`src/usan_pkg.sv`:
```
// usan_pkg: types, constants and the sequence judge for the utf-8 sanitizer
// no dependencies; imported by every module under src
`default_nettype none

package usan_pkg;

  localparam int USAN_QUEUE_DEPTH = 4;

  localparam logic [7:0] REPL_BYTE0 = 8'hef;
  localparam logic [7:0] REPL_BYTE1 = 8'hbf;
  localparam logic [7:0] REPL_BYTE2 = 8'hbd;

  typedef enum logic [1:0] {
    VERD_FAIL,
    VERD_OK,
    VERD_WAIT
  } verdict_t;

  typedef struct packed {
    logic [7:0] in_byte;
    logic       end_of_string;
  } in_item_t;

  typedef struct packed {
    logic [7:0] out_byte;
    logic       is_replacement;
    logic       run_last;
    logic       string_done;
  } out_item_t;

  // one emit action: a whole valid sequence or one replaced lead
  typedef struct packed {
    logic            is_fail;
    logic [3:0][7:0] bytes;
    logic [2:0]      len;
    logic            last;
    logic            str_end;
  } token_t;

  function automatic logic [2:0] lead_len(input logic [7:0] b);
    logic [2:0] len;
    if (!b[7]) begin
      len = 3'd1;
    end else if (b[7:5] == 3'b110) begin
      len = 3'd2;
    end else if (b[7:4] == 4'b1110) begin
      len = 3'd3;
    end else if (b[7:3] == 5'b11110) begin
      len = 3'd4;
    end else begin
      len = 3'd0;
    end
    return len;
  endfunction

  // verdict on the sequence at the head of b, n bytes present (n >= 1)
  function automatic verdict_t judge(input logic [3:0][7:0] b, input logic [2:0] n,
                                     input logic at_end);
    logic [2:0] len;
    logic [2:0] avail;
    logic       bad;
    verdict_t   v;
    len   = lead_len(b[0]);
    avail = (n < len) ? n : len;
    bad   = (len == 3'd0);
    for (int i = 1; i < 4; i++) begin
      if (3'(i) < avail && b[i][7:6] != 2'b10) begin
        bad = 1'b1;
      end
    end
    // overlong two-byte form
    if (len == 3'd2 && b[0][4:1] == 4'd0) begin
      bad = 1'b1;
    end
    // overlong three-byte form or surrogate prefix
    if (len == 3'd3 && n >= 3'd2) begin
      if ((b[0][3:0] == 4'd0 && !b[1][5]) || (b[0][3:0] == 4'hd && b[1][5])) begin
        bad = 1'b1;
      end
    end
    if (len == 3'd4 && n >= 3'd2 && b[0][2:0] == 3'd0 && b[1][5:4] == 2'd0) begin
      bad = 1'b1;
    end
    if (bad) begin
      v = VERD_FAIL;
    end else if (n >= len) begin
      v = VERD_OK;
    end else if (at_end) begin
      v = VERD_FAIL;
    end else begin
      v = VERD_WAIT;
    end
    return v;
  endfunction

  function automatic logic [7:0] repl_byte(input logic [1:0] idx);
    logic [7:0] b;
    case (idx)
      2'd0:    b = REPL_BYTE0;
      2'd1:    b = REPL_BYTE1;
      default: b = REPL_BYTE2;
    endcase
    return b;
  endfunction

endpackage

`default_nettype wire

```
`src/utf8_sanitizer_core.sv`:
```
// utf8_sanitizer_core: streaming utf-8 check with EF BF BD substitution
// path: a taken input byte passes the front window register, the token queue and the output register
// throughput: one input byte a cycle unless in_stall; output one byte a cycle unless
//   out_stall, so a replaced byte gives three output bytes; the token queue absorbs bursts
// reset: synchronous, active low; clears window count, queue and output valid
// depends on usan_pkg, usan_front, usan_fifo, usan_back
`default_nettype none

module utf8_sanitizer_core #(
  parameter int QueueDepth = usan_pkg::USAN_QUEUE_DEPTH
) (
  input  wire                  clk,
  input  wire                  rst_n,
  input  wire                  in_valid,
  output logic                 in_stall,
  input  usan_pkg::in_item_t   in_data,
  output logic                 out_valid,
  input  wire                  out_stall,
  output usan_pkg::out_item_t  out_data
);
  import usan_pkg::*;

  logic   tok_push, tok_full, tok_valid, tok_pop;
  token_t tok_wr, tok_rd;

  usan_front u_front (
    .clk      (clk),
    .rst_n    (rst_n),
    .in_valid (in_valid),
    .in_stall (in_stall),
    .in_data  (in_data),
    .tok_push (tok_push),
    .tok_data (tok_wr),
    .tok_full (tok_full)
  );

  usan_fifo #(
    .Depth (QueueDepth)
  ) u_fifo (
    .clk      (clk),
    .rst_n    (rst_n),
    .wr_en    (tok_push),
    .wr_data  (tok_wr),
    .full     (tok_full),
    .rd_en    (tok_pop),
    .rd_valid (tok_valid),
    .rd_data  (tok_rd)
  );

  usan_back u_back (
    .clk       (clk),
    .rst_n     (rst_n),
    .tok_valid (tok_valid),
    .tok_data  (tok_rd),
    .tok_pop   (tok_pop),
    .out_valid (out_valid),
    .out_stall (out_stall),
    .out_data  (out_data)
  );

endmodule

`default_nettype wire

```
`src/usan_front.sv`:
```
// usan_front: takes input bytes into a four-byte window and cuts it into emit tokens
// depends on usan_pkg (judge, token_t)
`default_nettype none

module usan_front (
  input  wire                  clk,
  input  wire                  rst_n,
  input  wire                  in_valid,
  output logic                 in_stall,
  input  usan_pkg::in_item_t   in_data,
  output logic                 tok_push,
  output usan_pkg::token_t     tok_data,
  input  wire                  tok_full
);
  import usan_pkg::*;

  logic [3:0][7:0] buf_r, buf_nxt;
  logic [2:0]      cnt_r, cnt_nxt;
  logic            act_r, act_nxt;
  logic            end_r, end_nxt;

  verdict_t        verd, rem_verd;
  logic [2:0]      used;
  logic [3:0][7:0] rem_buf;
  logic [2:0]      rem_n;
  logic            rem_settle;
  logic            take;
  logic [3:0][7:0] base_buf;
  logic [2:0]      base_n;

  always_comb begin
    verd       = judge(buf_r, cnt_r, end_r);
    used       = (verd == VERD_OK) ? lead_len(buf_r[0]) : 3'd1;
    rem_buf    = buf_r >> {used, 3'b000};
    rem_n      = cnt_r - used;
    rem_verd   = judge(rem_buf, rem_n, end_r);
    // nothing more comes out of this input byte after the current action
    rem_settle = (rem_n == 3'd0) || (rem_verd == VERD_WAIT);

    tok_push = act_r && (verd != VERD_WAIT) && !tok_full;
    tok_data.is_fail = (verd != VERD_OK);
    tok_data.bytes   = buf_r;
    tok_data.len     = used;
    tok_data.last    = rem_settle;
    tok_data.str_end = end_r;

    take     = !act_r || (verd == VERD_WAIT) || (tok_push && rem_settle);
    in_stall = !take;

    if (tok_push) begin
      base_buf = rem_buf;
      base_n   = rem_n;
    end else begin
      base_buf = buf_r;
      base_n   = cnt_r;
    end

    buf_nxt = base_buf;
    cnt_nxt = base_n;
    act_nxt = act_r;
    end_nxt = end_r;
    if (in_valid && take) begin
      buf_nxt[base_n[1:0]] = in_data.in_byte;
      cnt_nxt = base_n + 3'd1;
      act_nxt = 1'b1;
      end_nxt = in_data.end_of_string;
    end else if (tok_push) begin
      act_nxt = !rem_settle;
    end else if (act_r && verd == VERD_WAIT) begin
      act_nxt = 1'b0;
    end
  end

  always_ff @(posedge clk) begin
    buf_r <= buf_nxt;
    end_r <= end_nxt;
    if (!rst_n) begin
      cnt_r <= 3'd0;
      act_r <= 1'b0;
    end else begin
      cnt_r <= cnt_nxt;
      act_r <= act_nxt;
    end
  end

  a_idle_holds_few: assert property (@(posedge clk) disable iff (!rst_n)
    !act_r |-> cnt_r <= 3'd3) else $error("idle window holds more than three bytes");
  a_active_nonempty: assert property (@(posedge clk) disable iff (!rst_n)
    act_r |-> cnt_r != 3'd0) else $error("active window is empty");
  a_no_wait_at_end: assert property (@(posedge clk) disable iff (!rst_n)
    act_r && end_r |-> verd != VERD_WAIT) else $error("wait verdict on last byte of string");

endmodule

`default_nettype wire

```
`src/usan_fifo.sv`:
```
// usan_fifo: short token queue between the front and back parts
// depends on usan_pkg (token_t)
`default_nettype none

module usan_fifo #(
  parameter int Depth = usan_pkg::USAN_QUEUE_DEPTH
) (
  input  wire               clk,
  input  wire               rst_n,
  input  wire               wr_en,
  input  usan_pkg::token_t  wr_data,
  output logic              full,
  input  wire               rd_en,
  output logic              rd_valid,
  output usan_pkg::token_t  rd_data
);
  import usan_pkg::*;

  localparam int PtrW = (Depth > 1) ? $clog2(Depth) : 1;
  localparam int CntW = $clog2(Depth + 1);

  token_t            mem_r [Depth];
  logic [PtrW-1:0]   wr_ptr_r, wr_ptr_nxt;
  logic [PtrW-1:0]   rd_ptr_r, rd_ptr_nxt;
  logic [CntW-1:0]   count_r, count_nxt;
  logic              do_wr, do_rd;

  always_comb begin
    full     = (count_r == CntW'(Depth));
    rd_valid = (count_r != '0);
    rd_data  = mem_r[rd_ptr_r];
    do_wr    = wr_en && !full;
    do_rd    = rd_en && rd_valid;

    wr_ptr_nxt = wr_ptr_r;
    rd_ptr_nxt = rd_ptr_r;
    if (do_wr) begin
      wr_ptr_nxt = (wr_ptr_r == PtrW'(Depth - 1)) ? '0 : wr_ptr_r + 1'b1;
    end
    if (do_rd) begin
      rd_ptr_nxt = (rd_ptr_r == PtrW'(Depth - 1)) ? '0 : rd_ptr_r + 1'b1;
    end
    count_nxt = count_r + CntW'(do_wr) - CntW'(do_rd);
  end

  always_ff @(posedge clk) begin
    if (do_wr) begin
      mem_r[wr_ptr_r] <= wr_data;
    end
    if (!rst_n) begin
      wr_ptr_r <= '0;
      rd_ptr_r <= '0;
      count_r  <= '0;
    end else begin
      wr_ptr_r <= wr_ptr_nxt;
      rd_ptr_r <= rd_ptr_nxt;
      count_r  <= count_nxt;
    end
  end

  a_count_bound: assert property (@(posedge clk) disable iff (!rst_n)
    count_r <= CntW'(Depth)) else $error("queue count beyond depth");
  a_no_overrun: assert property (@(posedge clk) disable iff (!rst_n)
    !(wr_en && full)) else $error("token pushed into full queue");
  a_ptr_gap: assert property (@(posedge clk) disable iff (!rst_n)
    (count_r == '0) |-> (wr_ptr_r == rd_ptr_r)) else $error("empty queue with pointer gap");

endmodule

`default_nettype wire

```
`src/usan_back.sv`:
```
// usan_back: plays tokens out one byte a cycle, while out_stall is low, into the output register
// depends on usan_pkg (token_t, out_item_t, repl_byte)
`default_nettype none

module usan_back (
  input  wire                  clk,
  input  wire                  rst_n,
  input  wire                  tok_valid,
  input  usan_pkg::token_t     tok_data,
  output logic                 tok_pop,
  output logic                 out_valid,
  input  wire                  out_stall,
  output usan_pkg::out_item_t  out_data
);
  import usan_pkg::*;

  logic [1:0] idx_r, idx_nxt;
  logic       out_valid_r, out_valid_nxt;
  out_item_t  out_data_r, out_data_nxt;
  logic [2:0] n_bytes;
  logic       last_byte;
  logic       load;

  always_comb begin
    n_bytes   = tok_data.is_fail ? 3'd3 : tok_data.len;
    last_byte = ({1'b0, idx_r} == n_bytes - 3'd1);
    load      = tok_valid && (!out_valid_r || !out_stall);
    tok_pop   = load && last_byte;

    out_data_nxt.out_byte       = tok_data.is_fail ? repl_byte(idx_r) : tok_data.bytes[idx_r];
    out_data_nxt.is_replacement = tok_data.is_fail;
    out_data_nxt.run_last       = tok_data.last && last_byte;
    out_data_nxt.string_done    = tok_data.last && tok_data.str_end && last_byte;

    idx_nxt = idx_r;
    if (load) begin
      idx_nxt = last_byte ? 2'd0 : idx_r + 2'd1;
    end

    if (load) begin
      out_valid_nxt = 1'b1;
    end else if (!out_stall) begin
      out_valid_nxt = 1'b0;
    end else begin
      out_valid_nxt = out_valid_r;
    end

    out_valid = out_valid_r;
    out_data  = out_data_r;
  end

  always_ff @(posedge clk) begin
    if (load) begin
      out_data_r <= out_data_nxt;
    end
    if (!rst_n) begin
      idx_r       <= 2'd0;
      out_valid_r <= 1'b0;
    end else begin
      idx_r       <= idx_nxt;
      out_valid_r <= out_valid_nxt;
    end
  end

  a_idx_in_token: assert property (@(posedge clk) disable iff (!rst_n)
    tok_valid |-> {1'b0, idx_r} < n_bytes) else $error("byte index past token length");
  a_idx_rest: assert property (@(posedge clk) disable iff (!rst_n)
    !tok_valid |-> idx_r == 2'd0) else $error("byte index held without a token");
  a_done_is_last: assert property (@(posedge clk) disable iff (!rst_n)
    load && out_data_nxt.string_done |-> out_data_nxt.run_last)
    else $error("string end without run end");

endmodule

`default_nettype wire

```
`config.mk`:
```
export PLATFORM = sky130hd
export DESIGN_NAME = utf8_sanitizer_core
export DESIGN_NICKNAME = d
export VERILOG_FILES = /design/src/usan_pkg.sv /design/src/utf8_sanitizer_core.sv /design/src/usan_front.sv /design/src/usan_fifo.sv /design/src/usan_back.sv
export SDC_FILE = /design/constraint.sdc
export NUM_CORES = 1
export LEC_CHECK = 0
export CORE_ASPECT_RATIO = 1.5
export CORE_MARGIN = 2
export CORE_UTILIZATION = 57
export CTS_BUF_LIST = sky130_fd_sc_hd__clkbuf_16
export DETAILED_ROUTE_END_ITERATION = 6
export DONT_BUFFER_PORTS = 1
export MAX_ROUTING_LAYER = met4
export PLACE_DENSITY = 0.75
export SETUP_SLACK_MARGIN = 0.02
export SLEW_MARGIN = 20
export SYNTH_ARGS = -nofsm -noshare
export SYNTH_HDL_FRONTEND = slang
export SYNTH_HIERARCHICAL = 1
export SYNTH_SLANG_ARGS = --single-unit
```
`constraint.sdc`:
```
create_clock -name clk -period 5.05 [get_ports clk]
set_clock_uncertainty 0.1 [all_clocks]
set_input_delay 0.2525 -clock clk [delete_from_list [all_inputs] [get_ports clk]]
set_output_delay 0.2525 -clock clk [all_outputs]
set_load 0.05 [all_outputs]
```
==> results.md <==
- Outcome: complete, but fails checks
- Failing checks: setup timing
- Die X: approximately 110 um
- Fin crit share: 102%
- Number of synthesized register bits: 212
- P_int: around 5200 uW
- Final wirelength: about 25 mm
- CTS tree: yes
- HPWL after DPL: 16.4 mm
- PD cells: between 700 and 800 nW/um^2
- Leading cell types by count after synthesis: edfxtp_1, nand2_1, dfxtp_1
- Logic gate share of total power: between 40% and 50%
- DR pass1 iterations: 5
- Initial antenna violation count: 0
- Core area: ~17000 um^2
- Num CTS Buffers: 20
- Setup crit start kind: flip-flop
- NetSw: ~3100 uW
- H-tree depth: 1
- Die Area: roughly 19000 um^2
- Routed length per placed instance: 24.5 um
- Distinct cells, synth: 80
- Largest net degree at the start of global routing: 41
- Worst setup path category: flip-flop to flip-flop
- Final Wtd Congestion: about 1
- CTS sink count: 212
- Post-Layout Cell Count: between 1000 and 1500
- Avg Cell Area, Syn: ~15 um^2
- Finished Core Util: 69.0%
- # diodes: 0
- Hold WC Path Type: input port to flip-flop
- Post-layout minimum cycle time: approximately 5.2 ns
- Clock root buffer: clkbuf_16
- Post-Synthesis Cells: 681
- Top cell type's share of synthesized area: between 40% and 50%
- Clock power share: 18.2%
- Place WS: -0.198 ns
- Peak VDD IR: a little under 0.7 mV
- Yosys top cell by area: edfxtp_1
- CP Data Required Time: roughly 5.3 ns
- Critical path peak fanout: 5
- Count leader, synth: edfxtp_1
- Crit path capture type: flip-flop
- Cell Area, Synth: 9950 um^2
- Sequential-to-total area share from yosys stat: about three fifths
- Total GRT Usage: 27.6%
- DRT iter0 DRCs: around 480
- First-pass GRT wire length: 37.9 mm
- Number of nets in the layout: between 800 and 900
- Setup ws final: -0.116 ns
- Vias post-DR: 6414
- IO Port Bufs: 0
- Final Hold Vio Count: 0
- Ys flop type: edfxtp_1
- Starting Density: around 58%
- Reg power frac: a little over a third
- Least-Margin Pin Slew: approximately 1.1 ns
- Switching Fraction: a little under two fifths
- Pleak: about 0.0042 uW
- CTS Buffer Depth: 3
- Die Y: ~170 um
- Placed cell count: roughly 930
- Setup violators final: 34
- Post-DR vias/cell: 6.38
- Layout cell share with drive strength beyond 1: 32.6%
- Highest Clock Rate: a little under 200 MHz
- Vias in the first global route: a little under 7000
- Syn_nets: 719
- Final ANT Viol Nets: 0
- Maxcap violations: 0
- Area growth syn-to-layout: 19.2%
- Reg clk slew, reported paths: roughly 0.070 ns
- Largest cells by area after synthesis: edfxtp_1, dfxtp_1, mux4_2
- RSZ-0062 raised after global routing: yes
- Slew HR: between 20% and 30%
- IO Count: 26
- Asr flop ratio synth: 0%
- Post-synth EDFFs: 164
- Grt ovf: 0
- Worst-Skew Late Latency: between 0.4 and 0.5 ns
- Worst Path Arrival: 5.43 ns
- Number of cell rows: 59
- DRC: 0
- Yosys warning count: 6
- Max Transition Viols Final: 0
## final timing paths
path / start / to / slack [ns] / cells after the start
worst max-delay path: u_front/tok_data[9]$_DFF_P_ / u_front/tok_data[9]$_DFF_P_ / -0.12 / 27
worst min-delay path: rst_n / u_front/cnt_r[2]$_SDFF_PN0_ / 0.02 / 4
worst max register to register: u_front/tok_data[9]$_DFF_P_ / u_front/tok_data[9]$_DFF_P_ / -0.12 / 27
worst min register to register: u_fifo/wr_ptr_r[1]$_SDFFE_PN0P_ / u_fifo/wr_ptr_r[1]$_SDFFE_PN0P_ / 0.45 / 2
## power groups by stage
stage / clock [uW] / combinational, uW / sequential (uW)
finish: 1510 / 3770 / 3030
global route: 1600 / 4030 / 3070
CTS: 1530 / 3570 / 3020
detailed placement: 0 / 3130 / 3040
global placement: 0 / 3040 / 2990
floorplan: 0 / 2120 / 2910
## state kept, by name, indices dropped and copies added, names as in the netlist, named ones only
name              flops
u_fifo/mem_r        152
u_front/tok_data     32
u_back/out_data      11
u_fifo/count_r        3
u_front/cnt_r         3
u_back/idx_r          2
u_fifo/rd_ptr_r       2
u_fifo/wr_ptr_r       2
u_back/out_valid      1
u_front/act_r         1
u_front/end_r         1
## stage by stage
stage	power, uW	TNS [ns]	instance area (um^2)	hold slack [ns]
after floorplan	5030	0	10000	0.251
after global placement	6030	-0.0641	10600	0.251
after detailed placement	6170	-4.10	10600	0.251
after CTS	8120	-0.102	11700	0.000973
after global routing	8700	-9.48	11900	0.0222
final	8310	-2.22	11900	0.0150
## cell type report
type / instances / area (um^2)
Sequential cell: 212 / 5900
Clock buffer: 22 / 551
Fill cell: 1128 / 5340
Inverter: 35 / 134
Clock inverter: 14 / 119
Multi-Input combinational cell: 408 / 4040
Tap cell: 213 / 267
Timing Repair Buffer: 101 / 852
## critical path, stage by stage (launching register included)
cell and delay (ns):
dfxtp_4 0.36, nor2b_4 0.14, nand4_1 0.18, ha_4 0.32
and3b_1 0.19, o2111ai_2 0.20, nand3b_1 0.15, buf_4 0.18
o211ai_4 0.27, nor2_4 0.07, inv_4 0.07, ha_4 0.13
inv_2 0.03, fa_2 0.35, xor2_2 0.18, a21oi_2 0.06
nand2b_4 0.17, buf_6 0.12, ha_4 0.15, nor3_2 0.19
o21ai_1 0.10, a221oi_2 0.23, and2_4 0.21, o211ai_4 0.08
buf_4 0.19, a21oi_4 0.16, buf_4 0.16, mux2_4 0.32
## routing by layer
metal  track usage [%]  vias to the layer above  wire length (um)
li1                  -                     2812                 -
met1              32.0                     3181              8950
met2              46.6                      325             12700
met3              3.80                       96              1410
met4              14.9                        0              1490
met5                 -                        -                 0
## cell families after synthesis
| logic type | Yosys count | share of synthesized area, % |
|---|---|---|
| flops | 212 | 59.2 |
| simple gates | 169 | 9.02 |
| compound gates | 114 | 8.95 |
| mux | 94 | 16.0 |
| buf+inv | 61 | 3.08 |
| fa+ha+maj | 25 | 3.30 |
| xor+xnor | 6 | 0.528 |
## what timing repair did
| item | CTS | global route |
|---|---|---|
| gates resized for setup | 45 | 19 |
| endpoints found under the hold margin | 48 | 0 |
| buffers inserted | 17 | 6 |
| pin swaps | 29 | 21 |
| endpoints found under the setup margin | 36 | 39 |
| hold buffers | 12 | 0 |
## cells in the final DEF, fill, tap and decap left out, drive strengths merged, types with 7 or more instances in the layout
cell type	instances
a21boi	9
a21oi	37
and2	9
buf	89
clkbuf	22
dfxtp	48
dlygate4sd3	12
edfxtp	164
ha	23
inv	42
mux2	16
mux2i	33
mux4	45
nand2	63
nand3	7
nor2	22
nor2b	7
nor3	16
o21ai	21
or2	8
Note: power is estimated with default switching activity, not from simulation.
